`config.mk`:
```
export PLATFORM = sky130hd
export DESIGN_NAME = ldpc_ram
export DESIGN_NICKNAME = d
export VERILOG_FILES = /design/src/rtl/ldpc_layered_min_sum_node_assert.svh /design/src/rtl/ldpc_ram.sv
export SDC_FILE = /design/constraint.sdc
export NUM_CORES = 1
export LEC_CHECK = 0
export ABC_AREA = 1
export BUFFER_PORTS_ARGS = -buffer_cell sky130_fd_sc_hd__buf_2
export CORE_ASPECT_RATIO = 0.8
export CORE_MARGIN = 5
export CORE_UTILIZATION = 60
export DETAILED_ROUTE_END_ITERATION = 7
export HOLD_SLACK_MARGIN = 0.15
export PLACE_DENSITY_LB_ADDON = 0.15
export SYNTH_ARGS = -nofsm -noshare
export SYNTH_HDL_FRONTEND = slang
export SYNTH_SLANG_ARGS = --single-unit
```
`constraint.sdc`:
```
create_clock -name clk -period 1.53 [get_ports clk]
set_clock_uncertainty 0.1 [all_clocks]
set_input_delay 0.306 -clock clk [delete_from_list [all_inputs] [get_ports clk]]
set_output_delay 0.306 -clock clk [all_outputs]
set_load 0.01 [all_outputs]
```
`src/rtl/ldpc_layered_min_sum_node_assert.svh`:
```
// assertion macros for the rtl of the check-node unit
`ifndef LDPC_LAYERED_MIN_SUM_NODE_ASSERT_SVH
`define LDPC_LAYERED_MIN_SUM_NODE_ASSERT_SVH

`ifndef SYNTHESIS

// same-cycle implication
`define LDPC_ASSERT_IMP(label, clk, rst_n, ante, cons, msg) \
    label: assert property (@(posedge clk) disable iff (!rst_n) (ante) |-> (cons)) \
        else $error(msg);

// next-cycle implication
`define LDPC_ASSERT_NEXT(label, clk, rst_n, ante, cons, msg) \
    label: assert property (@(posedge clk) disable iff (!rst_n) (ante) |=> (cons)) \
        else $error(msg);

`else

`define LDPC_ASSERT_IMP(label, clk, rst_n, ante, cons, msg)
`define LDPC_ASSERT_NEXT(label, clk, rst_n, ante, cons, msg)

`endif

`endif

```
`src/rtl/ldpc_ram.sv`:
```
`timescale 1ns / 1ps

module ldpc_ram #(
    parameter int WIDTH = 8,
    parameter int DEPTH = 16
) (
    input  logic                     clk,
    input  logic                     we,
    input  logic [$clog2(DEPTH)-1:0] waddr,
    input  logic [WIDTH-1:0]         wdata,
    input  logic [$clog2(DEPTH)-1:0] raddr,
    output logic [WIDTH-1:0]         rdata
);

    logic [WIDTH-1:0] mem [DEPTH];

    // one write port, one registered read port, read returns old data on collision
    always_ff @(posedge clk)
    begin
        if (we)
        begin
            mem[waddr] <= wdata;
        end
        rdata <= mem[raddr];
    end

endmodule

```
==> metrics.log, run 1 <==
INFO  metric timing_worst_slew_pin_value = 0.3934 ns
INFO  metric yosysMostFrequentCell = nand2_1
INFO  metric p_leak = 3.024 nW
INFO  metric final_antenna_net_count = 0
INFO  metric cts.repair_timing.setup_buffer_count = 0
INFO  metric area_of_the_die = 0.01168 sq mm
INFO  metric fin_nets = 622
INFO  metric finish.instance_area = 0.006842 sq mm
INFO  metric synth.net_count = 569
INFO  metric post-route-min-period = 1.368 ns
INFO  metric flow.area_growth_from_synthesis = 18.64%
INFO  metric worst_path_cell_with_the_longest_stage_delay = dfxtp_1
INFO  metric post_synthesis_share_of_cell_area_spent_on_and_or_nand_and_nor_gates = 21.05%
INFO  metric reg2reg_from = mem[3][3]
INFO  metric drv_slew = 0
INFO  metric postSynth.asyncResetShare = 0%
INFO  metric yosys_warnings = 0
INFO  metric synth.area.mux_share = 0%
INFO  metric crit_required = 1.12 ns
INFO  metric port_buffers = 25
INFO  metric clockRootBuffer = clkbuf_16
INFO  metric cts_buffer_depth = 2
INFO  metric final_hold_viol_count = 0
INFO  metric most_area_consuming_cells_after_synthesis = edfxtp_1, nand2_1, nand3_1, inv_1, dfxtp_1
INFO  metric cts_buffer_count = 17
INFO  metric synth.ff_latch_count = 136
INFO  metric crit_path_start_kind = flop
INFO  metric post-route-drc-count = 0
INFO  metric maxCapViolations = 0
INFO  metric drt-total-wl = 13,160 um
INFO  metric cp_cell_sequence = buf_2
INFO  metric fp.dieW = 119.6 um
INFO  metric utilization = 71.80%
INFO  metric number_of_distinct_library_cells_after_synthesis = 12
INFO  metric vias_per_cell = 5.416
INFO  metric ys_dominant_reg_cell = edfxtp_1
INFO  metric numPlacedInstances = 704
INFO  metric worstSkewPairLatency = 0.42 ns
INFO  metric vias = 3,986
INFO  metric met2_demand_to_capacity_share_in_global_routing = 34.38%
INFO  metric crit_type = flop to output pin
INFO  metric layout-drive-gt1-share = 14.59%
INFO  metric tritoncts_clock_tree = yes
INFO  metric synth.top_cells.by_count = nand2_1, edfxtp_1, inv_1
INFO  metric clock_pin_slew_reported_for_the_worst_setup_and_hold_paths_after_clock_tree_synthesis = 0.05 ns
INFO  metric synth_top_area_share = 66.65%
INFO  metric power_density = 1355 mW/mm^2
INFO  metric cpPeakStageDelay = 0.38 ns
INFO  metric number_of_buffers_inserted_by_hold_repair_at_cts = 0
INFO  metric final_cells = 736
INFO  metric status = complete, no violations
INFO  metric critPathTopFamily = flip-flops
INFO  metric detail_route.iter0.violations = 433
INFO  metric wire_length_of_the_first_global_routing_pass = 20,850 um
INFO  metric grt-busiest-layer = met1
INFO  metric clock_sinks = 136
INFO  metric avgRoutedWirePerCell = 17.88 um
INFO  metric initial_utilization = 60.52%
INFO  metric grt_max_degree = 32
INFO  metric maxSlewHeadroom = 73.77%
INFO  metric groute.layer.met3.usage = 7.742%
INFO  metric globalRouteMet1Util = 34.85%
INFO  metric globalRouteTotalUtil = 24.22%
INFO  metric die_y = 97.69 um
INFO  metric synth_enable_flop_cells = 128
INFO  metric placement_rows = 32
INFO  metric register_area_share_after_synthesis = 69.43%
INFO  metric report.final.setup_viol = 0
INFO  metric worst-path-buf-inv = 1
INFO  metric yosys.area.top_type = edfxtp_1
INFO  metric ios = 26
INFO  metric grt_antenna_before_repair = 0
INFO  metric hp-start = wdata[1]
INFO  metric hold_path.class = primary input to flop
INFO  metric core_region_area = 0.009529 sq mm
INFO  metric synth_cells = 551
INFO  metric timing.hold.ws = 0.1952 ns
INFO  metric first_pass_drt_iterations = 5
INFO  metric final.fill_count = 687
INFO  metric synth_area = 0.005767 sq mm
INFO  metric totalPowerFinal = 9.267 mW
INFO  metric hpwl = 8271 um
INFO  metric post_cts.resized_instances = 0
INFO  metric synth_top_family_by_area = simple AND/OR/NAND/NOR gates
INFO  metric compound_gate_fraction_of_synth_area = 0%
INFO  metric clock.fmax = 0.7311 GHz
INFO  metric htreeDepth = 4
INFO  metric average_size_of_a_mapped_cell = 10.47 sq um
INFO  metric antenna-diode-count = 0
INFO  metric critical_path.startpoint = rdata[6]
INFO  metric grt_pass1_vias = 3,755
INFO  metric synth_adder_area_share = 0%
INFO  metric placer_s_final_routability_congestion_estimate = 0.8288
INFO  metric globalRouteOverflowTotal = 0
INFO  metric crit_fanout = 1
INFO  metric post_synth_xor_area_fraction = 0%
INFO  metric fin_crit_sh = 89.40%
INFO  metric post_placement_cell_area = 0.006185 sq mm
INFO  metric timing.critical_path.arrival = 0.96 ns
INFO  metric ir_worst_vdd = 1.147 mV
INFO  metric worstSetupEndpointType = output pin
INFO  metric rsz0062_at_grt = false
cell usage in the layout, fill, tap and decap left out, types with 5 or more instances in the layout:
| cell type | instances |
|---|---|
| buf_2 | 25 |
| bufinv_16 | 6 |
| clkbuf_16 | 17 |
| buf_4 | 28 |
| nand2_1 | 173 |
| buf_12 | 5 |
| nor2_1 | 17 |
| inv_1 | 100 |
| dfxtp_1 | 8 |
| edfxtp_1 | 128 |
| nand3_1 | 97 |
flip-flops by register name (all words and copies together) (netlist names):
signal / count
rdata: 8
mem: 128
through the flow:
| step | worst slack (ns) | setup TNS [ns] |
|---|---|---|
| 2_1_floorplan | 0.1732 | 0 |
| 3_3_place_gp | 0.01467 | 0 |
| 3_5_place_dp | -0.0008208 | -0.0008208 |
| 4_1_cts | 0.1671 | 0 |
| 5_1_grt | 0.1357 | 0 |
| 6_report | 0.1622 | 0 |
power by group:
group / internal, mW / switching [mW] / total, mW
sequential: 4.17 / 0.0297 / 4.20
clock: 3.03 / 1.49 / 4.51
combinational: 0.181 / 0.377 / 0.558
routing by layer:
metal | routed length (um) | share of wire [%]
met5 | 0 | 0
met4 | 326 | 2.5
met3 | 1127 | 8.6
met2 | 5793 | 44
met1 | 5911 | 45
cells by family after synthesis:
kind of cell / after synthesis
simple gates: 289
flops: 136
buf+inv: 126
path summary, 6_finish.rpt:
check              end  slack (ns)  cells past startpoint
max reg2reg   rdata[3]        0.36                      6
min reg2reg   rdata[6]        0.58                      6
min          mem[3][1]        0.20                      1
max           rdata[6]        0.16                      1
final cells by class:
| cell class | instances | area, sq um | area share [%] |
|---|---|---|---|
| sequential | 136 | 4004 | 58.52 |
| inverter | 102 | 382.9 | 5.596 |
| multi-input combinational | 289 | 1214 | 17.74 |
| clock inverter | 15 | 231.5 | 3.383 |
| tap | 119 | 148.9 | 2.176 |
| timing repair buffer | 58 | 435.4 | 6.364 |
| clock buffer | 17 | 425.4 | 6.218 |
Power figures use the tool's default switching activity.
==> run 2: changes to the inputs <==
--- a/config.mk
+++ b/config.mk
@@ -6,13 +6,14 @@
 export NUM_CORES = 1
 export LEC_CHECK = 0
 export ABC_AREA = 1
-export BUFFER_PORTS_ARGS = -buffer_cell sky130_fd_sc_hd__buf_2
 export CORE_ASPECT_RATIO = 0.8
 export CORE_MARGIN = 5
 export CORE_UTILIZATION = 60
 export DETAILED_ROUTE_END_ITERATION = 7
+export DONT_BUFFER_PORTS = 1
 export HOLD_SLACK_MARGIN = 0.15
 export PLACE_DENSITY_LB_ADDON = 0.15
+export SETUP_SLACK_MARGIN = 0.5
 export SYNTH_ARGS = -nofsm -noshare
 export SYNTH_HDL_FRONTEND = slang
 export SYNTH_SLANG_ARGS = --single-unit
==> run 2 against run 1 <==
  * The flow now finishes with violations (hold timing)
  * Sequential share of layout area decreased by 0.16 points
  * Wire length rose by 1.4%
  * Count of clock-buffer cells in the layout unchanged
  * Power down 11%
  * Design area up 0.53%
  * Clock power is 20% lower
  * Combinational power decreased by 19%
  * Largest power group is now sequential cells
==> metrics.log, run 2 (synthesis gave the netlist of run 1 again) <==
INFO  metric area_of_the_die = 0.01168 sq mm (unchanged)
INFO  metric largest-register = mem
INFO  metric worstSkewPairLatency = 0.41 ns (about the same)
INFO  metric timing.hold.ws = -0.1155 ns (-0.3107 ns)
INFO  metric hpwl = 7941 um (-4.0%)
INFO  metric failing_checks = hold timing
INFO  metric clock.fmax = 0.8465 GHz (+16%)
INFO  metric pre_cts_ws = 0.08239 ns (+0.08321 ns)
INFO  metric fin_crit_sh = 77.21% (-12 points)
INFO  metric timing_worst_slew_pin_value = 0.4652 ns (+0.07184 ns)
INFO  metric commonest_cells_after_routing_fill_and_taps_aside = nand2_1, edfxtp_1, inv_1
INFO  metric vias = 3,776 (-5.3%)
INFO  metric post-route-drc-count = 0 (unchanged)
INFO  metric crit_fanout = 1 (unchanged)
INFO  metric p_leak = 2.876 nW (-4.9%)
INFO  metric grt_antenna_before_repair = 0 (unchanged)
INFO  metric layout-drive-gt1-share = 27.61% (+13 points)
INFO  metric worstSetupEndpointType = output pin
INFO  metric grt_max_degree = 66 (+110%)
INFO  metric clock_pin_slew_reported_for_the_worst_setup_and_hold_paths_after_clock_tree_synthesis = 0.06 ns (about the same)
INFO  metric rsz0062_at_grt = true
INFO  metric power_density = 1203 mW/mm^2 (-11%)
INFO  metric hold_path.class = primary input to flop
INFO  metric worstSetupPathDepth = 0 (-1)
INFO  metric initial_utilization = 60.52% (unchanged)
INFO  metric globalRouteTotalUtil = 24.21% (about the same)
INFO  metric die_y = 97.69 um (unchanged)
INFO  metric drv_slew = 0 (unchanged)
INFO  metric totalNegativeSetupSlack = 0 ns (unchanged)
INFO  metric tritoncts_clock_tree = yes
INFO  metric cts_buffer_count = 17 (unchanged)
INFO  metric status = finished, violations left
INFO  metric final_antenna_net_count = 0 (unchanged)
INFO  metric crit_path_start_kind = flop
INFO  metric placement_rows = 32 (unchanged)
INFO  metric final.fill_count = 658 (-4.2%)
INFO  metric globalRouteOverflowTotal = 0 (unchanged)
INFO  metric hold_depth = 0 (-1)
INFO  metric grt_pass1_vias = 3,592 (-4.3%)
INFO  metric fin_nets = 572 (-8.0%)
INFO  metric maxSlewHeadroom = 68.98% (-4.8 points)
INFO  metric ir_worst_vdd = 1.426 mV (+24%)
INFO  metric placer_s_final_routability_congestion_estimate = 0.8665 (+4.5%)
INFO  metric finalWorstSetupSlack = 0.3486 ns (+0.1865 ns)
INFO  metric timing.reg2reg.worst_path_depth = 6 (unchanged)
INFO  metric largest_register_ffs = 128 (unchanged)
INFO  metric timing.critical_path.arrival = 0.78 ns (-0.18 ns)
INFO  metric post-route-min-period = 1.181 ns (-0.1865 ns)
INFO  metric clock_sinks = 136 (unchanged)
INFO  metric antenna-diode-count = 0 (unchanged)
INFO  metric final_hold_viol_count = 128 (+128)
INFO  metric port_buffers = 0 (-100%)
INFO  metric clockRootBuffer = clkbuf_16
INFO  metric cts_buffer_depth = 2 (unchanged)
INFO  metric htreeDepth = 4 (unchanged)
INFO  metric avgRoutedWirePerCell = 19.51 um (+9.1%)
INFO  metric mostFrequentLayoutCell = nand2_1
INFO  metric flow.area_growth_from_synthesis = 19.27%
INFO  metric report.final.setup_viol = 0 (unchanged)
INFO  metric maxCapViolations = 0 (unchanged)
INFO  metric layout_top_registers = mem (128), rdata (8)
INFO  metric crit_type = flop to output pin
INFO  metric totalPowerFinal = 8.271 mW (-11%)
INFO  metric drt-total-wl = 13,340 um (+1.4%)
INFO  metric wire_length_of_the_first_global_routing_pass = 20,590 um (-1.3%)
INFO  metric ios = 26 (unchanged)
INFO  metric utilization = 72.18% (+0.38 points)
INFO  metric crit_required = 1.12 ns (about the same)
INFO  metric detail_route.iter0.violations = 566 (+31%)
INFO  metric fp.dieW = 119.6 um (unchanged)
INFO  metric core_region_area = 0.009529 sq mm (unchanged)
INFO  metric first_pass_drt_iterations = 6 (+1)
INFO  metric vias_per_cell = 5.520 (+1.9%)
==> run 2: cell types whose count changed in the layout (fill, tap and decap cells not counted), moves of 6 or more <==
| cell | change |
|---|---|
| nor2_1 | -17 |
| nand2_2 | +23 |
| nand2_1 | -27 |
| nand3_1 | -61 |
| nor2_4 | +12 |
| buf_2 | -25 |
| buf_4 | -23 |
| dfxtp_1 | -8 |
| nand3_2 | +60 |
| inv_1 | -6 |
| dfxtp_2 | +8 |
==> run 2: what timing repair did <==
| item | 4_1_cts | 5_1_grt |
|---|---|---|
| buffers inserted | 0 | 1 |
| setup endpoints to repair | 16 | 48 |
| endpoints found under the hold margin | 136 | 136 |
| pin swaps | 25 | 41 |
| resized for setup | 42 | 42 |
==> run 2: cell type report <==
type / instances / area, sq um / share of cell area, %
sequential: 136 / 4014 / 58.36
multi-input combinational: 289 / 1717 / 24.96
clock buffer: 17 / 425.4 / 6.185
inverter: 102 / 395.4 / 5.749
tap: 119 / 148.9 / 2.165
clock inverter: 13 / 90.09 / 1.310
timing repair buffer: 8 / 87.58 / 1.273
==> run 2: power breakdown <==
part	total (mW)	leakage, nW	internal (mW)	switching [mW]
clock	3.60	0.262	2.17	1.44
sequential	4.21	1.22	4.17	0.0396
combinational	0.452	1.39	0.154	0.298
==> run 2: per-layer routing <==
metal	global-route usage [%]	wire (um)	part of all wire [%]	vias up
li1	-	-	-	1787
met1	35.23	5790	43	1775
met2	34.59	6006	45	193
met3	8.615	1358	10	21
met4	6.954	187	1.4	0
met5	0	0	0	-
==> run 2: final timing paths <==
check / from / to / slack (ns)
hold / removal: wdata[0] / mem[14][0] / -0.12
setup reg to reg: mem[8][6] / rdata[6] / 0.44
setup / recovery: rdata[0] / rdata[0] / 0.35
hold reg to reg: mem[6][7] / rdata[7] / 0.59
==> run 2: through the flow <==
step | instances | instance area [sq um]
2_1_floorplan | 551 | 6026
5_1_grt | 684 | 6878
3_5_place_dp | 652 | 5995
4_1_cts | 682 | 6683
3_3_place_gp | 652 | 5995
6_report | 684 | 6878
==> run 3: changes to the inputs <==
--- a/config.mk
+++ b/config.mk
@@ -5,7 +5,7 @@
 export SDC_FILE = /design/constraint.sdc
 export NUM_CORES = 1
 export LEC_CHECK = 0
-export ABC_AREA = 1
+export ABC_AREA = 0
 export CORE_ASPECT_RATIO = 0.8
 export CORE_MARGIN = 5
 export CORE_UTILIZATION = 60
==> constraint.sdc (replaced) <==
create_clock -name clk -period 1.1 [get_ports clk]
set_clock_uncertainty 0.1 [all_clocks]
set_input_delay 0.22 -clock clk [delete_from_list [all_inputs] [get_ports clk]]
set_output_delay 0.22 -clock clk [all_outputs]
set_load 0.01 [all_outputs]
==> run 3 against run 2 <==
  * The flow finishes with violations (hold timing, setup timing)
  * Power rose by 44%
  * Global-route usage shrank 1.4 points
  * Synthesized cell count decreased by 58%
  * Area after synthesis fell by 11%
  * First-iteration DRC count down 58%
  * Largest power group unchanged
==> metrics.log, run 3 <==
INFO  metric synth_enable_flop_cells = 128 (unchanged)
INFO  metric report.final.setup_viol = 16 (+16)
INFO  metric mostFrequentLayoutCell = edfxtp_1
INFO  metric worst_path_cell_with_the_longest_stage_delay = mux4_2
INFO  metric drt-total-wl = 10,960 um (-18%)
INFO  metric top_layer_used = met4
INFO  metric commonest_cells_after_routing_fill_and_taps_aside = edfxtp_1, mux4_2, buf_6
INFO  metric maxCapViolations = 0 (unchanged)
INFO  metric vias = 2,440 (-35%)
INFO  metric power.switching_fraction = 19.92% (-1.6 points)
INFO  metric power_density = 1874 mW/mm^2 (+56%)
INFO  metric placer_s_final_routability_congestion_estimate = 0.8038 (-7.2%)
INFO  metric layout-drive-gt1-share = 47.84% (+20 points)
INFO  metric clock.fmax = 0.6868 GHz
INFO  metric route.layer.met1.wl = 4319 um (-25%)
INFO  metric ios = 26 (unchanged)
INFO  metric hold_path.class = primary input to flop
INFO  metric grt_antenna_before_repair = 0 (unchanged)
INFO  metric wire_length_of_the_first_global_routing_pass = 16,690 um (-19%)
INFO  metric globalRouteTotalUtil = 22.80% (-1.4 points)
INFO  metric antenna-diode-count = 0 (unchanged)
INFO  metric met3WireLength = 845 um (-38%)
INFO  metric tritoncts_clock_tree = yes
INFO  metric crit_type = flop to flop
INFO  metric clock_sinks = 136 (unchanged)
INFO  metric worst-r2r-setup-slack = -0.36 ns (-0.80 ns)
INFO  metric pre_cts_ws = -0.4095 ns (-0.4919 ns)
INFO  metric failing_checks = hold timing, setup timing
INFO  metric p_leak = 2.044 nW (-29%)
INFO  metric clockRootBuffer = clkbuf_8
INFO  metric largest_register_ffs = 128 (unchanged)
INFO  metric worstSetupEndpointType = flop
INFO  metric timing_worst_slew_pin_value = 1.003 ns (+0.5379 ns)
INFO  metric average_size_of_a_mapped_cell = 22.48 sq um (+110%)
INFO  metric clock_power_share = 47.1% (+3.5 points)
INFO  metric min_delay_worst_endpoint = mem[2][6]
INFO  metric netSwitchingPower = 2.381 mW (+34%)
INFO  metric post_placement_cell_area = 0.005525 sq mm (-7.8%)
INFO  metric maxSlewHeadroom = 32.88% (-36 points)
INFO  metric pwr-share-seq = 49.2% (-1.7 points)
INFO  metric area_of_the_die = 0.01054 sq mm (-9.8%)
INFO  metric fin_crit_sh = 132.4%
INFO  metric critPathTopFamily = multiplexers
INFO  metric layout_top_registers = mem (128), rdata (8)
INFO  metric synth.net_count = 247 (-57%)
INFO  metric crit_path_start_kind = flop
INFO  metric reg2reg_from = mem[11][4]
INFO  metric number_of_distinct_library_cells_after_synthesis = 19 (+7)
INFO  metric globalRouteOverflowTotal = 0 (unchanged)
INFO  metric hpwl = 6663 um (-16%)
INFO  metric fin_nets = 283 (-51%)
INFO  metric initial_utilization = 61.22% (+0.70 points)
INFO  metric most_area_consuming_cells_after_synthesis = edfxtp_1, mux4_2, mux4_1, dfxtp_1, a22oi_1
INFO  metric hp-start = wdata[6]
INFO  metric status = finished, violations left
INFO  metric worst-path-buf-inv = 0
INFO  metric yosysMostFrequentCell = edfxtp_1
INFO  metric placement_rows = 30 (-6.3%)
INFO  metric final_antenna_net_count = 0 (unchanged)
INFO  metric finalWorstSetupSlack = -0.3559 ns (-0.7046 ns)
INFO  metric flow.area_growth_from_synthesis = 23.87%
INFO  metric hold_depth = 0 (unchanged)
INFO  metric post-route-drc-count = 0 (unchanged)
INFO  metric port_buffers = 0 (unchanged)
INFO  metric comb_power_share = 3.7% (-1.8 points)
INFO  metric synth.ff_latch_count = 136 (unchanged)
INFO  metric detail_route.iter0.violations = 237 (-58%)
INFO  metric post-route-min-period = 1.456 ns
INFO  metric first_pass_drt_iterations = 5 (-1)
INFO  metric core_region_area = 0.008408 sq mm (-12%)
INFO  metric die_y = 92.85 um (-5.0%)
INFO  metric synth_cells = 229 (-58%)
INFO  metric vias_per_cell = 6.256 (+13%)
INFO  metric timing.critical_path.arrival = 1.74 ns (+0.96 ns)
INFO  metric timing.reg2reg.worst_path_depth = 3 (-3)
INFO  metric power_report.internal_total = 9.570 mW (+47%)
INFO  metric htreeDepth = 4 (unchanged)
INFO  metric finish.instance_area = 0.006376 sq mm (-7.3%)
INFO  metric cp_cell_sequence = mux4_2 -> a22oi_2 -> nand2_1
INFO  metric ir_worst_vdd = 1.376 mV (-3.5%)
INFO  metric worstSkewPairLatency = 0.51 ns (+0.10 ns)
INFO  metric rsz0062_at_grt = true
INFO  metric synth_top_area_share = 74.67% (+8.0 points)
INFO  metric synth.top_cells.by_count = edfxtp_1, mux4_2, a22oi_1
INFO  metric grt_pass1_vias = 2,672 (-26%)
INFO  metric final_hold_viol_count = 168 (+31%)
INFO  metric register_area_share_after_synthesis = 77.78% (+8.4 points)
INFO  metric cpPeakStageDelay = 0.49 ns
INFO  metric crit-reg2reg-capture = rdata[4]
INFO  metric postSynth.asyncResetShare = 0% (unchanged)
INFO  metric cts_buffer_depth = 2 (unchanged)
INFO  metric avgRoutedWirePerCell = 28.09 um (+44%)
INFO  metric crit_required = 1.38 ns (+0.26 ns)
INFO  metric largest-register = mem
INFO  metric clock_pin_slew_reported_for_the_worst_setup_and_hold_paths_after_clock_tree_synthesis = 0.06 ns (about the same)
INFO  metric yosys_warnings = 0 (unchanged)
INFO  metric cts_buffer_count = 17 (unchanged)
INFO  metric fp.dieW = 113.6 um (-5.1%)
INFO  metric ys_dominant_reg_cell = edfxtp_1
INFO  metric yosys.area.top_type = edfxtp_1
INFO  metric wl_met2 = 5666 um (-5.7%)
INFO  metric drv_slew = 0 (unchanged)
INFO  metric synth_area = 0.005147 sq mm (-11%)
INFO  metric timing.hold.ws = -0.2946 ns (-0.1791 ns)
INFO  metric grt_max_degree = 33 (-50%)
INFO  metric crit_fanout = 1 (unchanged)
## run 3: changes by cell type after synthesis, moves of 4 or more
cell     before  now
nand2_1     173    9
mux4_1        0   14
nor3_1        0    4
buf_2        13    3
mux4_2        0   18
nor2_1       17   13
nand3_1      97    1
a22oi_1       0   16
inv_1       100    0
## run 3: cells by family after synthesis
group                  count (synthesis)  share of synthesized area (%)
multiplexers                          32                          15.02
buffers and inverters                 10                          1.677
AND/OR/NAND/NOR                       35                          3.184
flip-flops                           136                          77.78
AO/OA/AOI/OAI                         16                          2.334
## run 3: per-layer routing
metal | global-route usage, % | vias to the layer above
met3 | 6.924 | 12
met1 | 29.72 | 1279
li1 | - | 1036
met5 | 0 | -
met2 | 37.25 | 113
met4 | 7.207 | 0
## run 3: power by group through the flow
| stage | sequential, mW | combinational [mW] | clock [mW] |
|---|---|---|---|
| floorplan | 5.95 | 0.351 | 0 |
| global placement | 5.97 | 0.358 | 0 |
| detailed placement | 5.98 | 0.369 | 0 |
| CTS | 5.88 | 0.438 | 5.66 |
| global route | 5.88 | 0.463 | 5.94 |
| finish | 5.87 | 0.442 | 5.63 |
## run 3: final cells by class
type / instances / area [sq um]
clock inverters: 14 / 175.2
clock buffers: 18 / 427.9
repair buffers: 27 / 374.1
flip-flops and latches: 136 / 4024
fillers: 448 / 2032
multi-input cells: 83 / 1235
well taps: 112 / 140.1
## run 3: stage by stage
step / power (mW) / utilization, % / cells / TNS [ns]
4_1_cts: 11.98 / 75.70 / 389 / -3.146
3_5_place_dp: 6.350 / 65.71 / 352 / -20.65
3_3_place_gp: 6.331 / 65.71 / 352 / -18.52
2_1_floorplan: 6.301 / - / 229 / -21.93
5_1_grt: 12.29 / 75.83 / 390 / -3.610
6_report: 11.95 / 75.83 / 390 / -3.000
## run 3: worst max path at each step
stage / from / end / slack [ns] / cells after the start
after CTS: mem[11][4] / rdata[4] / -0.32 / 3
after global routing: mem[11][4] / rdata[4] / -0.41 / 3
after global placement: mem[1][0] / rdata[0] / -0.34 / 3
after detailed placement: mem[0][0] / rdata[0] / -0.41 / 3
final: mem[11][4] / rdata[4] / -0.36 / 3
after floorplan: waddr[2] / mem[0][0] / -0.32 / 2
## run 3: repair_timing
action | CTS | global route
hold endpoints to repair | 259 | 248
endpoints found under the setup margin | 136 | 120
buffers inserted | 5 | 1
pin swaps | 12 | 4
resized for setup | 41 | 1
