File: src/rtl/ldpc_layered_min_sum_node_assert.svh
// assertion macros for the rtl of the check-node unit
`ifndef LDPC_LAYERED_MIN_SUM_NODE_ASSERT_SVH
`define LDPC_LAYERED_MIN_SUM_NODE_ASSERT_SVH

`ifndef SYNTHESIS

// same-cycle implication
`define LDPC_ASSERT_IMP(label, clk, rst_n, ante, cons, msg) \
    label: assert property (@(posedge clk) disable iff (!rst_n) (ante) |-> (cons)) \
        else $error(msg);

// next-cycle implication
`define LDPC_ASSERT_NEXT(label, clk, rst_n, ante, cons, msg) \
    label: assert property (@(posedge clk) disable iff (!rst_n) (ante) |=> (cons)) \
        else $error(msg);

`else

`define LDPC_ASSERT_IMP(label, clk, rst_n, ante, cons, msg)
`define LDPC_ASSERT_NEXT(label, clk, rst_n, ante, cons, msg)

`endif

`endif

File: src/rtl/ldpc_pkg.sv
`timescale 1ns / 1ps

package ldpc_pkg;

    // sizing
    localparam int LDPC_MAX_LIFT  = 384;
    localparam int OUT_FIFO_DEPTH = 8;
    localparam int CFG_ADDR_W     = 4;
    localparam int APB_DATA_W     = 32;

    // register reset values
    localparam logic [8:0] LIFT_SIZE_RESET = 9'd384;
    localparam logic [7:0] SCALE_RESET     = 8'd102;
    localparam logic [6:0] LLR_MAX_RESET   = 7'd120;
    localparam logic [6:0] LLR_INF_RESET   = 7'd127;

    typedef enum logic {
        OP_ANALYZE = 1'b0,
        OP_EMIT    = 1'b1
    } op_t;

    typedef enum logic [1:0] {
        REG_LIFT_SIZE = 2'd0,
        REG_SCALE_Q7  = 2'd1,
        REG_LLR_MAX   = 2'd2,
        REG_LLR_INF   = 2'd3
    } cfg_reg_t;

    typedef struct packed {
        logic [8:0] lift_size;
        logic [7:0] scale_q7;
        logic [6:0] llr_max;
        logic [6:0] llr_inf_code;
    } cfg_t;

    typedef struct packed {
        op_t               operation;
        logic              first_of_layer;
        logic [6:0]        var_index;
        logic [8:0]        position;
        logic [8:0]        rotation;
        logic signed [7:0] llr_a;
        logic signed [7:0] llr_b;
    } in_word_t;

    typedef struct packed {
        logic signed [7:0] llr_out;
        logic signed [7:0] soft_out;
    } out_word_t;

    // per-lane min-sum statistics held in the lane ram
    typedef struct packed {
        logic [6:0] min_mag;
        logic [6:0] second_mag;
        logic [6:0] min_owner;
        logic       sign_parity;
    } lane_stat_t;

endpackage

File: src/rtl/ldpc_lane_map.sv
`timescale 1ns / 1ps

module ldpc_lane_map #(
    parameter int MAX_LIFT = ldpc_pkg::LDPC_MAX_LIFT
) (
    input  logic                        clk,
    input  logic [8:0]                  lift_size,
    input  logic [8:0]                  position,
    input  logic [8:0]                  rotation,
    output logic [$clog2(MAX_LIFT)-1:0] lane
);

    localparam int LANE_W = $clog2(MAX_LIFT);

    logic [8:0] z;
    logic [8:0] pos_a_reg, rot_a_reg;
    logic [8:0] pos_b_reg, rot_b_reg;
    logic [9:0] lane_wide;

    // four restoring compare-subtract steps, quotient bits hi down to hi-3
    function automatic logic [8:0] mod_steps(input logic [8:0] rem_in,
                                             input logic [8:0] zv,
                                             input int hi);
        logic [8:0]  rem;
        logic [15:0] zs;
        rem = rem_in;
        for (int k = 0; k < 4; k++)
        begin
            zs = {7'b0, zv} << (hi - k);
            if ({7'b0, rem} >= zs)
            begin
                rem = rem - zs[8:0];
            end
        end
        return rem;
    endfunction

    // lifting size clamped to the lanes that exist
    always_comb
    begin
        priority if (lift_size < 9'd2)
            z = 9'd2;
        else if (lift_size > 9'(MAX_LIFT))
            z = 9'(MAX_LIFT);
        else
            z = lift_size;
    end

    // mod z over two stages, quotient fits in eight bits since z >= 2
    always_ff @(posedge clk)
    begin
        pos_a_reg <= mod_steps(position, z, 7);
        rot_a_reg <= mod_steps(rotation, z, 7);
        pos_b_reg <= mod_steps(pos_a_reg, z, 3);
        rot_b_reg <= mod_steps(rot_a_reg, z, 3);
    end

    // (p - r) mod z with both already reduced
    always_comb
    begin
        if (pos_b_reg >= rot_b_reg)
            lane_wide = {1'b0, pos_b_reg} - {1'b0, rot_b_reg};
        else
            lane_wide = {1'b0, pos_b_reg} + {1'b0, z} - {1'b0, rot_b_reg};
    end

    assign lane = lane_wide[LANE_W-1:0];

endmodule

File: config.mk
export PLATFORM = sky130hd
export DESIGN_NAME = ldpc_lane_map
export DESIGN_NICKNAME = d
export VERILOG_FILES = /design/src/rtl/ldpc_layered_min_sum_node_assert.svh /design/src/rtl/ldpc_pkg.sv /design/src/rtl/ldpc_lane_map.sv
export SDC_FILE = /design/constraint.sdc
export NUM_CORES = 1
export LEC_CHECK = 0
export BUFFER_PORTS_ARGS = -buffer_cell sky130_fd_sc_hd__buf_4
export CORE_UTILIZATION = 50
export DETAILED_ROUTE_END_ITERATION = 8
export GPL_ROUTABILITY_DRIVEN = 0
export PLACE_DENSITY = 0.64
export SLEW_MARGIN = 20
export SYNTH_ARGS = -nofsm -noshare
export SYNTH_HDL_FRONTEND = slang
export SYNTH_SLANG_ARGS = --single-unit
export TNS_END_PERCENT = 1
File: constraint.sdc
create_clock -name clk -period 15.6 [get_ports clk]
set_clock_uncertainty 0.05 [all_clocks]
set_input_delay 0.78 -clock clk [delete_from_list [all_inputs] [get_ports clk]]
set_output_delay 0.78 -clock clk [all_outputs]
set_load 0.01 [all_outputs]
==> results of run 1 <==
## kinds of logic (layout without fill, tap and decap cells)
family	Yosys count	in the layout	share of synthesized area
AO/OA/AOI/OAI	206	206	0.216
multiplexers	59	59	0.0994
XOR/XNOR	57	57	0.0765
buffers and inverters	102	147	0.0589
flip-flops	36	36	0.110
adder cells (fa/ha/maj)	128	128	0.272
AND/OR/NAND/NOR	208	208	0.167
## stage by stage
step / cells / worst slack [ps] / util / hold slack (ps)
after floorplan: 796 / 5330 / - / 435
after global placement: 1005 / 5440 / 0.558 / 555
after detailed placement: 1005 / 5050 / 0.558 / 557
after CTS: 1013 / 5340 / 0.569 / 542
after global routing: 1013 / 4580 / 0.569 / 543
final: 1013 / 5180 / 0.569 / 548
## layer usage
layer / vias to the layer above / global-route usage / routed length, microns
met3: 31 / 0.0285 / 548
met2: 131 / 0.489 / 8440
met5: - / 0 / 0
li1: 2982 / - / -
met4: 0 / 0.0838 / 414
met1: 2777 / 0.316 / 7560
## placed cells by master, fill, tap and decap left out, types with 4 or more instances in the layout
cell type	synthesis	layout
ha_1	105	105
inv_1	94	94
nor2_1	53	53
a21oi_1	48	46
buf_4	0	45
xnor2_1	39	39
mux2_2	38	38
nand2_1	36	36
dfxtp_1	36	36
o21ai_0	26	26
nor3_1	23	23
fa_1	23	23
o21a_1	21	21
a21o_1	20	20
nor2b_1	20	20
mux2i_1	19	19
xor2_1	18	18
nand3_1	11	11
o21ai_1	11	11
nand4_1	11	11
o31ai_1	8	8
nand2b_1	7	7
or2_2	7	7
o211ai_1	7	7
a31oi_1	6	6
o22ai_1	6	6
nor4_1	5	5
or3_1	5	5
o31a_1	5	5
a21boi_0	5	5
clkbuf_16	0	5
a21oi_2	3	4
o21bai_1	4	4
nand3b_1	4	4
o41ai_1	4	4
and3_1	4	4
## area by class of cell
class                           count  area, sq um
Fill cell                        1210         5460
Timing Repair Buffer               45          338
Sequential cell                    36          721
Tap cell                          172          215
Clock buffer                        7          133
Clock inverter                      1         8.76
Inverter                           94          353
Multi-Input combinational cell    658         5450
## worst reg2reg max path, delay by kind of cell, from the launching register on
kind / cells / cell delay (ps)
multiplexers: 2 / 770
AND/OR/NAND/NOR: 7 / 1330
flip-flops: 1 / 350
adder cells (fa/ha/maj): 4 / 1390
buffers and inverters: 2 / 570
AO/OA/AOI/OAI: 13 / 4210
## worst paths after layout
kind	to	slack, ps	startpoint	depth (start not counted)
setup / recovery	rot_b_reg[7]$_DFF_P_	5180	lift_size[8]	34
hold / removal	pos_a_reg[1]$_DFF_P_	550	position[1]	1
setup reg to reg	rot_b_reg[7]$_DFF_P_	6820	rot_a_reg[8]$_DFF_P_	28
hold reg to reg	pos_b_reg[0]$_DFF_P_	570	pos_a_reg[0]$_DFF_P_	2
## power by group through the flow
stage          Sequential, uW  Combinational (uW)  Clock [uW]
6_report                  145                1000         100
5_1_grt                   148                1120         105
4_1_cts                   146                1010         102
3_3_place_gp              148                 974           0
3_5_place_dp              148                1000           0
2_1_floorplan             137                 725           0
==> impl_metrics.prom, run 1 <==
# TYPE chip_impl_metric gauge
chip_impl_info{name="timing.critical_path.max_delay_family",value="compound AO/OA/AOI/OAI gates"} 1
chip_impl_metric{name="worst-path-buf-inv",unit=""} 4
chip_impl_metric{name="power.static_leakage",unit="uW"} 0.00329
chip_impl_metric{name="ant_diodes",unit=""} 0
chip_impl_metric{name="synth_nets",unit=""} 952
chip_impl_metric{name="switching_power",unit="uW"} 577
chip_impl_metric{name="ys.warnings.count",unit=""} 0
chip_impl_metric{name="power_switching_share",unit=""} 0.462
chip_impl_metric{name="dp_hpwl",unit="mm"} 13.8
chip_impl_metric{name="clock_power_share",unit=""} 0.080
chip_impl_metric{name="netlist-cell-type-count",unit=""} 71
chip_impl_metric{name="synth_edf_count",unit=""} 0
chip_impl_metric{name="cts_post_setup_buffers_inserted",unit=""} 0
chip_impl_metric{name="seq_area_frac_synth",unit=""} 0.110
chip_impl_metric{name="portBuffers",unit=""} 36
chip_impl_info{name="netlist_top_cells_count",value="ha_1, inv_1, nor2_1, a21oi_1, xnor2_1"} 1
chip_impl_metric{name="overall_track_demand_over_capacity_in_global_routing",unit=""} 0.264
chip_impl_metric{name="cpPeakStageDelay",unit="ps"} 730
chip_impl_metric{name="initial_antenna_violation_count",unit=""} 0
chip_impl_metric{name="min_period_over_period",unit=""} 0.668
chip_impl_metric{name="tritoncts_num_sinks",unit=""} 36
chip_impl_metric{name="crit_arrival",unit="ps"} 10540
chip_impl_info{name="setup.worst_path.start_class",value="input pin"} 1
chip_impl_metric{name="initial_utilization",unit=""} 0.515
chip_impl_info{name="cp_slowest_cell",value="a211oi_1"} 1
chip_impl_metric{name="routed_wl",unit="mm"} 17.0
chip_impl_metric{name="comb_power_share",unit=""} 0.803
chip_impl_metric{name="clock.fmax",unit="MHz"} 96.0
chip_impl_metric{name="antenna_left",unit=""} 0
chip_impl_metric{name="slew_headroom",unit=""} 0.399
chip_impl_metric{name="die_x",unit="microns"} 116
chip_impl_info{name="synth.largest_area_cell",value="ha_1"} 1
chip_impl_metric{name="num_io_pins",unit=""} 37
chip_impl_metric{name="post_synth_instance_area",unit="sq mm"} 0.00652
chip_impl_metric{name="layout-drive-gt1-share",unit=""} 0.139
chip_impl_metric{name="post_cts_resized",unit=""} 0
chip_impl_info{name="run_status",value="finished clean"} 1
chip_impl_metric{name="numCtsBuffers",unit=""} 5
chip_impl_metric{name="ir_drop",unit="V"} 0.0000845
chip_impl_metric{name="grt-ovfl-total",unit=""} 0
chip_impl_metric{name="nNetsFinal",unit=""} 996
chip_impl_metric{name="cellInternalPower",unit="uW"} 670
chip_impl_metric{name="overall_power",unit="uW"} 1250
chip_impl_metric{name="die_height",unit="microns"} 116
chip_impl_metric{name="placed_inst_area",unit="sq mm"} 0.00707
chip_impl_metric{name="final-hold-violation-count",unit=""} 0
chip_impl_metric{name="design_area",unit="sq mm"} 0.00721
chip_impl_metric{name="cts_buffer_depth",unit=""} 2
chip_impl_metric{name="areaGrowthSynthToFinish",unit="%"} 10.6
chip_impl_metric{name="synth_top_area_share",unit=""} 0.201
chip_impl_metric{name="sequential_power_share",unit=""} 0.117
chip_impl_metric{name="timing_max_transition_violations_final",unit=""} 0
chip_impl_info{name="cts_tree",value="built"} 1
chip_impl_info{name="worst-setup-path-type",value="in -> reg"} 1
chip_impl_metric{name="rows",unit=""} 41
chip_impl_info{name="yosys.cell_count.top_type",value="ha_1"} 1
chip_impl_metric{name="synthesis.instances",unit=""} 796
chip_impl_metric{name="share_of_flip_flops_with_an_asynchronous_set_or_reset",unit=""} 0
chip_impl_metric{name="pin_count_of_the_biggest_net_entering_global_routing",unit=""} 18
chip_impl_metric{name="die_outline_area",unit="sq mm"} 0.0135
chip_impl_info{name="ys.flop_type",value="dfxtp_1"} 1
chip_impl_info{name="synthTopCellsByArea",value="ha_1, dfxtp_1, fa_1, mux2_2, inv_1"} 1
chip_impl_info{name="root_buffer",value="clkbuf_16"} 1
chip_impl_metric{name="final_period_minus_worst_setup_slack",unit="ps"} 10420
chip_impl_metric{name="vias_in_the_first_global_route",unit=""} 5863
chip_impl_metric{name="max_fo_critical_path",unit=""} 17
chip_impl_metric{name="routed-via-count",unit=""} 5921
chip_impl_info{name="unrepaired_setup_endpoints_after_global_routing",value="no"} 1
chip_impl_metric{name="drtPass1Iterations",unit=""} 5
chip_impl_metric{name="reported_max_cap_violation_count",unit=""} 0
chip_impl_metric{name="fp.coreArea",unit="sq mm"} 0.0127
chip_impl_metric{name="dr.first_iter.drc_count",unit=""} 310
chip_impl_metric{name="ctsHoldBuffers",unit=""} 0
chip_impl_info{name="worst_hold_path_type",value="in -> reg"} 1
chip_impl_metric{name="route.detailed.vias_per_inst",unit=""} 5.85
chip_impl_metric{name="drc",unit=""} 0
chip_impl_metric{name="mean_syn_cell_area",unit="sq um"} 8.19
chip_impl_metric{name="detail_route.wl_per_cell",unit="microns"} 16.7
chip_impl_metric{name="power.density",unit="mW/mm^2"} 173
chip_impl_metric{name="path_clk_slew",unit="ps"} 60
chip_impl_metric{name="setup_violations",unit=""} 0
chip_impl_metric{name="worst_ep_required_time",unit="ps"} 15720
chip_impl_metric{name="clock_tree.htree_level_count",unit=""} 2
chip_impl_info{name="crit_path_end_kind",value="register"} 1
chip_impl_metric{name="clk-insertion-delay-late",unit="ps"} 290
chip_impl_metric{name="totalNegativeSetupSlack",unit="ps"} 0
chip_impl_metric{name="postSynthRegisterBits",unit=""} 36
chip_impl_metric{name="global_route_wire_length_before_repair",unit="mm"} 27.7
chip_impl_metric{name="tightest_slew",unit="ps"} 896
Note: power is estimated with default switching activity, not from simulation.
==> inputs of run 2 (changes only) <==
- clock period: 15.6 -> 10.6 ns (I/O delays scaled with it)
==> impl_metrics.prom, run 2 (synthesis gave the netlist of run 1 again) <==
# TYPE chip_impl_metric gauge
chip_impl_metric{name="tightest_slew",unit="ps"} 870
chip_impl_metric{name="path_clk_slew",unit="ps"} 60
chip_impl_metric{name="nNetsFinal",unit=""} 997
chip_impl_info{name="unrepaired_setup_endpoints_after_global_routing",value="no"} 1
chip_impl_metric{name="overall_track_demand_over_capacity_in_global_routing",unit=""} 0.269
chip_impl_metric{name="areaGrowthSynthToFinish",unit="%"} 10.7
chip_impl_info{name="run_status",value="finished clean"} 1
chip_impl_metric{name="pin_count_of_the_biggest_net_entering_global_routing",unit=""} 26
chip_impl_metric{name="clk-insertion-delay-late",unit="ps"} 290
chip_impl_info{name="worst_hold_path_type",value="in -> reg"} 1
chip_impl_metric{name="die_height",unit="microns"} 116
chip_impl_metric{name="comb_power_share",unit=""} 0.806
chip_impl_metric{name="layout-drive-gt1-share",unit=""} 0.141
chip_impl_metric{name="final-hold-violation-count",unit=""} 0
chip_impl_metric{name="multiInputGateArea",unit="sq mm"} 0.00544
chip_impl_metric{name="groute.layer.met3.usage",unit=""} 0.0275
chip_impl_metric{name="reported_max_cap_violation_count",unit=""} 0
chip_impl_metric{name="final.hold.worst_slack",unit="ps"} 301
chip_impl_metric{name="register_area",unit="sq um"} 721
chip_impl_metric{name="clock.fmax",unit="MHz"} 108
chip_impl_info{name="critical_path.reg2reg.endpoint",value="pos_b_reg[8]$_DFF_P_"} 1
chip_impl_metric{name="initial_utilization",unit=""} 0.515
chip_impl_metric{name="final_period_minus_worst_setup_slack",unit="ps"} 9230
chip_impl_info{name="cts_tree",value="built"} 1
chip_impl_metric{name="grt-ovfl-total",unit=""} 0
chip_impl_metric{name="cts_post_setup_buffers_inserted",unit=""} 0
chip_impl_metric{name="worst_r2r_path_depth",unit=""} 30
chip_impl_info{name="launching_element_of_the_worst_setup_path",value="lift_size[8]"} 1
chip_impl_metric{name="ctsHoldBuffers",unit=""} 0
chip_impl_metric{name="dr.first_iter.drc_count",unit=""} 431
chip_impl_metric{name="timing.reg2reg.setup_slack",unit="ps"} 2470
chip_impl_metric{name="portBuffers",unit=""} 36
chip_impl_info{name="worst_r2r_startpoint",value="pos_a_reg[4]$_DFF_P_"} 1
chip_impl_metric{name="dp_hpwl",unit="mm"} 13.9
chip_impl_info{name="top_usage_layer",value="met2"} 1
chip_impl_metric{name="drc",unit=""} 0
chip_impl_metric{name="global_route_wire_length_before_repair",unit="mm"} 28.2
chip_impl_metric{name="cellInternalPower",unit="uW"} 995
chip_impl_info{name="root_buffer",value="clkbuf_16"} 1
chip_impl_metric{name="setup_violations",unit=""} 0
chip_impl_metric{name="power.density",unit="mW/mm^2"} 257
chip_impl_metric{name="power.static_leakage",unit="uW"} 0.00330
chip_impl_metric{name="ant_diodes",unit=""} 0
chip_impl_metric{name="final.fill_count",unit=""} 1194
chip_impl_metric{name="clock_tree.htree_level_count",unit=""} 2
chip_impl_metric{name="clock_power_share",unit=""} 0.080
chip_impl_info{name="layout.cells.most_common",value="ha_1"} 1
chip_impl_metric{name="fp.coreArea",unit="sq mm"} 0.0127
chip_impl_metric{name="cts_buffer_depth",unit=""} 2
chip_impl_metric{name="antenna_left",unit=""} 0
chip_impl_metric{name="drtPass1Iterations",unit=""} 5
chip_impl_metric{name="switching_power",unit="uW"} 862
chip_impl_metric{name="slew_headroom",unit=""} 0.416
chip_impl_metric{name="totalNegativeSetupSlack",unit="ps"} 0
chip_impl_metric{name="met2_usage",unit=""} 0.474
chip_impl_metric{name="rows",unit=""} 41
chip_impl_metric{name="use_met1",unit=""} 0.345
chip_impl_metric{name="vias_in_the_first_global_route",unit=""} 5885
chip_impl_metric{name="num_io_pins",unit=""} 37
chip_impl_metric{name="tritoncts_num_sinks",unit=""} 36
chip_impl_metric{name="route.detailed.vias_per_inst",unit=""} 5.89
chip_impl_metric{name="routed-via-count",unit=""} 5977
chip_impl_metric{name="post_cts_resized",unit=""} 0
chip_impl_info{name="crit_path_end_kind",value="register"} 1
chip_impl_info{name="setup.worst_path.start_class",value="input pin"} 1
chip_impl_metric{name="die_outline_area",unit="sq mm"} 0.0135
chip_impl_metric{name="worst_ep_required_time",unit="ps"} 10780
chip_impl_metric{name="timing_max_transition_violations_final",unit=""} 0
chip_impl_metric{name="min_period_over_period",unit=""} 0.871
chip_impl_metric{name="numCtsBuffers",unit=""} 5
chip_impl_info{name="worst-setup-path-type",value="in -> reg"} 1
chip_impl_metric{name="routed_wl",unit="mm"} 17.3
chip_impl_info{name="worst_setup_path_endpoint",value="rot_b_reg[8]$_DFF_P_"} 1
chip_impl_metric{name="detail_route.wl_per_cell",unit="microns"} 17.1
chip_impl_metric{name="max_fo_critical_path",unit=""} 14
chip_impl_metric{name="cpPeakStageDelay",unit="ps"} 480
chip_impl_metric{name="initial_antenna_violation_count",unit=""} 0
chip_impl_info{name="cp_slowest_cell",value="nor4_1"} 1
chip_impl_info{name="most_used_cells_in_the_layout_excluding_fill_and_tap_cells",value="ha_1, inv_1, nor2_1"} 1
chip_impl_metric{name="sequential_power_share",unit=""} 0.114
chip_impl_metric{name="crit_arrival",unit="ps"} 9410
chip_impl_metric{name="ir_drop",unit="V"} 0.000122
chip_impl_metric{name="power_switching_share",unit=""} 0.464
chip_impl_metric{name="die_x",unit="microns"} 116
run 2: cell count changes in the layout (fill, tap and decap cells not counted), sizes merged:
cell,change
clkinv,+2
buf,+1
clkbuf,-2
run 2: worst min path at each step:
stage | slack, ps | startpoint | cells past startpoint | to
after floorplan | 430 | rot_a_reg[0]$_DFF_P_ | 2 | rot_b_reg[0]$_DFF_P_
after global placement | 530 | pos_a_reg[0]$_DFF_P_ | 2 | pos_b_reg[0]$_DFF_P_
after detailed placement | 530 | pos_a_reg[0]$_DFF_P_ | 2 | pos_b_reg[0]$_DFF_P_
after CTS | 300 | position[1] | 1 | pos_a_reg[1]$_DFF_P_
after global routing | 300 | position[1] | 1 | pos_a_reg[1]$_DFF_P_
final | 300 | position[1] | 1 | pos_a_reg[1]$_DFF_P_
run 2: per-layer routing:
layer | part of all wire | vias to the layer above
met5 | 0 | -
met4 | 0.020 | 0
met3 | 0.044 | 25
met2 | 0.47 | 165
met1 | 0.46 | 2805
li1 | - | 2982
run 2: layout make-up:
type | instances | share of cell area
clock buffer | 5 | 0.0173
clock inverter | 3 | 0.00260
inverter | 94 | 0.0489
multi-input combinational | 658 | 0.754
sequential | 36 | 0.0998
tap | 172 | 0.0298
timing repair buffer | 46 | 0.0478
run 2: critical path, delay by kind of cell:
family	cells	cell delay [ps]
AO/OA/AOI/OAI	14	3490
AND/OR/NAND/NOR	11	2450
multiplexers	2	710
adder cells (fa/ha/maj)	4	1250
buffers and inverters	5	970
run 2: power by group through the flow:
stage | Sequential [uW] | Combinational (uW) | Clock [uW]
global route | 217 | 1670 | 158
floorplan | 202 | 1070 | 0
finish | 212 | 1500 | 149
global placement | 216 | 1450 | 0
detailed placement | 216 | 1480 | 0
CTS | 213 | 1490 | 152
run 2: stage by stage:
step / utilization / instance area (sq um) / instances / worst slack [ps] / total power, uW
after floorplan: - / 6520 / 796 / 579 / 1270
after global placement: 0.558 / 7080 / 1006 / 1430 / 1670
after detailed placement: 0.558 / 7080 / 1006 / 1170 / 1700
after CTS: 0.570 / 7220 / 1014 / 1470 / 1860
after global routing: 0.570 / 7220 / 1014 / 665 / 2050
final: 0.570 / 7220 / 1014 / 1370 / 1860
==> inputs of run 3 (changes only) <==
- MAX_ROUTING_LAYER: unset -> met4
==> impl_metrics.prom, run 3 (synthesis gave the netlist of run 1 again) <==
# TYPE chip_impl_metric gauge
chip_impl_info{name="run_status",value="finished clean"} 1
chip_impl_metric{name="final-hold-violation-count",unit=""} 0
chip_impl_metric{name="clock.fmax",unit="MHz"} 108
chip_impl_metric{name="die_height",unit="microns"} 116
chip_impl_metric{name="power.static_leakage",unit="uW"} 0.00330
chip_impl_metric{name="ant_diodes",unit=""} 0
chip_impl_info{name="worst_r2r_startpoint",value="pos_a_reg[4]$_DFF_P_"} 1
chip_impl_metric{name="vias_in_the_first_global_route",unit=""} 5878
chip_impl_metric{name="pin_count_of_the_biggest_net_entering_global_routing",unit=""} 26
chip_impl_info{name="crit_path_end_kind",value="register"} 1
chip_impl_metric{name="antenna_left",unit=""} 0
chip_impl_metric{name="drtPass1Iterations",unit=""} 5
chip_impl_metric{name="final_core_util",unit=""} 0.570
chip_impl_info{name="timing.hold.worst_endpoint",value="pos_a_reg[1]$_DFF_P_"} 1
chip_impl_metric{name="dr.first_iter.drc_count",unit=""} 399
chip_impl_metric{name="numCtsBuffers",unit=""} 5
chip_impl_metric{name="drc",unit=""} 0
chip_impl_metric{name="initial_antenna_violation_count",unit=""} 0
chip_impl_info{name="worst_hold_startpoint",value="position[1]"} 1
chip_impl_metric{name="ctsHoldBuffers",unit=""} 0
chip_impl_metric{name="detail_route.wl_per_cell",unit="microns"} 16.9
chip_impl_metric{name="path_clk_slew",unit="ps"} 60
chip_impl_info{name="layout.cells.most_common",value="ha_1"} 1
chip_impl_metric{name="final.fill_count",unit=""} 1194
chip_impl_metric{name="routed-via-count",unit=""} 5976
chip_impl_metric{name="die_x",unit="microns"} 116
chip_impl_metric{name="timing_max_transition_violations_final",unit=""} 0
chip_impl_metric{name="clock_tree.htree_level_count",unit=""} 2
chip_impl_metric{name="final_period_minus_worst_setup_slack",unit="ps"} 9240
chip_impl_metric{name="grt-ovfl-total",unit=""} 0
chip_impl_metric{name="cts_post_setup_buffers_inserted",unit=""} 0
chip_impl_metric{name="tightest_slew",unit="ps"} 869
chip_impl_metric{name="crit_arrival",unit="ps"} 9420
chip_impl_info{name="most_used_cells_in_the_layout_excluding_fill_and_tap_cells",value="ha_1, inv_1, nor2_1"} 1
chip_impl_metric{name="cts_buffer_depth",unit=""} 2
chip_impl_metric{name="totalNegativeSetupSlack",unit="ps"} 0
chip_impl_metric{name="routed_wl",unit="mm"} 17.2
chip_impl_metric{name="timing.reg2reg.setup_slack",unit="ps"} 2490
chip_impl_info{name="setup.worst_path.start_class",value="input pin"} 1
chip_impl_metric{name="clk-insertion-delay-late",unit="ps"} 280
chip_impl_info{name="unrepaired_setup_endpoints_after_global_routing",value="no"} 1
chip_impl_metric{name="portBuffers",unit=""} 36
chip_impl_metric{name="max_fo_critical_path",unit=""} 14
chip_impl_metric{name="route.detailed.vias_per_inst",unit=""} 5.89
chip_impl_metric{name="tritoncts_num_sinks",unit=""} 36
chip_impl_metric{name="ir_drop",unit="V"} 0.000122
chip_impl_info{name="root_buffer",value="clkbuf_16"} 1
chip_impl_metric{name="post_cts_resized",unit=""} 0
chip_impl_metric{name="global_route_wire_length_before_repair",unit="mm"} 28.3
chip_impl_metric{name="slew_headroom",unit=""} 0.417
chip_impl_metric{name="rows",unit=""} 41
chip_impl_metric{name="fp.coreArea",unit="sq mm"} 0.0127
chip_impl_metric{name="min_period_over_period",unit=""} 0.872
chip_impl_metric{name="nNetsFinal",unit=""} 997
chip_impl_info{name="cp_slowest_cell",value="nor4_1"} 1
chip_impl_metric{name="power.density",unit="mW/mm^2"} 257
chip_impl_metric{name="timing.hold.worst_path_depth",unit=""} 1
chip_impl_info{name="cts_tree",value="built"} 1
chip_impl_metric{name="layout-drive-gt1-share",unit=""} 0.141
chip_impl_metric{name="worst_r2r_path_depth",unit=""} 30
chip_impl_metric{name="setup_violations",unit=""} 0
chip_impl_metric{name="dp_hpwl",unit="mm"} 13.9
chip_impl_info{name="worst_hold_path_type",value="in -> reg"} 1
chip_impl_info{name="timing.critical_path.max_delay_family",value="compound AO/OA/AOI/OAI gates"} 1
chip_impl_metric{name="cpPeakStageDelay",unit="ps"} 480
chip_impl_metric{name="num_io_pins",unit=""} 37
chip_impl_info{name="worst-setup-path-type",value="in -> reg"} 1
chip_impl_metric{name="overall_track_demand_over_capacity_in_global_routing",unit=""} 0.277
chip_impl_metric{name="initial_utilization",unit=""} 0.515
chip_impl_metric{name="die_outline_area",unit="sq mm"} 0.0135
chip_impl_metric{name="reported_max_cap_violation_count",unit=""} 0
chip_impl_metric{name="worst-path-buf-inv",unit=""} 5
chip_impl_metric{name="worst_ep_required_time",unit="ps"} 10780
chip_impl_metric{name="areaGrowthSynthToFinish",unit="%"} 10.7
chip_impl_info{name="critical_path.reg2reg.endpoint",value="pos_b_reg[8]$_DFF_P_"} 1
## run 3: worst max-delay path by stage
stage                            start                   end  slack, ps  cells past startpoint
after floorplan           lift_size[7]  pos_b_reg[2]$_DFF_P_        580                     35
after global placement    lift_size[8]  pos_b_reg[6]$_DFF_P_       1430                     33
after detailed placement  lift_size[8]  rot_b_reg[8]$_DFF_P_       1170                     36
after CTS                 lift_size[8]  rot_b_reg[8]$_DFF_P_       1470                     36
after global routing      lift_size[8]  pos_b_reg[8]$_DFF_P_        660                     36
final                     lift_size[8]  rot_b_reg[8]$_DFF_P_       1360                     36
## run 3: through the flow
step	hold WS, ps	instances	cell area, sq um	total power [uW]	setup slack, ps
detailed placement	531	1006	7080	1700	1170
global placement	530	1006	7080	1670	1430
CTS	299	1014	7220	1860	1470
finish	303	1014	7220	1850	1360
floorplan	435	796	6520	1270	579
global route	296	1014	7220	2050	665
## run 3: report_power, final
part           internal, uW  switching (uW)
registers               178            33.8
logic                   730             764
clock network          86.7            61.3
total                   995             859
## run 3: area by class of cell
| cell class | count | area (sq um) | area share |
|---|---|---|---|
| Multi-Input combinational cell | 658 | 5440 | 0.754 |
| Sequential cell | 36 | 721 | 0.0998 |
| Inverter | 94 | 353 | 0.0489 |
| Timing Repair Buffer | 46 | 345 | 0.0478 |
| Tap cell | 172 | 215 | 0.0298 |
| Clock buffer | 5 | 125 | 0.0173 |
| Clock inverter | 3 | 18.8 | 0.00260 |
## run 3: layer usage
layer  track usage  routed length [microns]
met1         0.345                     7900
met4        0.0812                      367
met3        0.0270                      800
met2         0.475                     8110
met5             -                        0
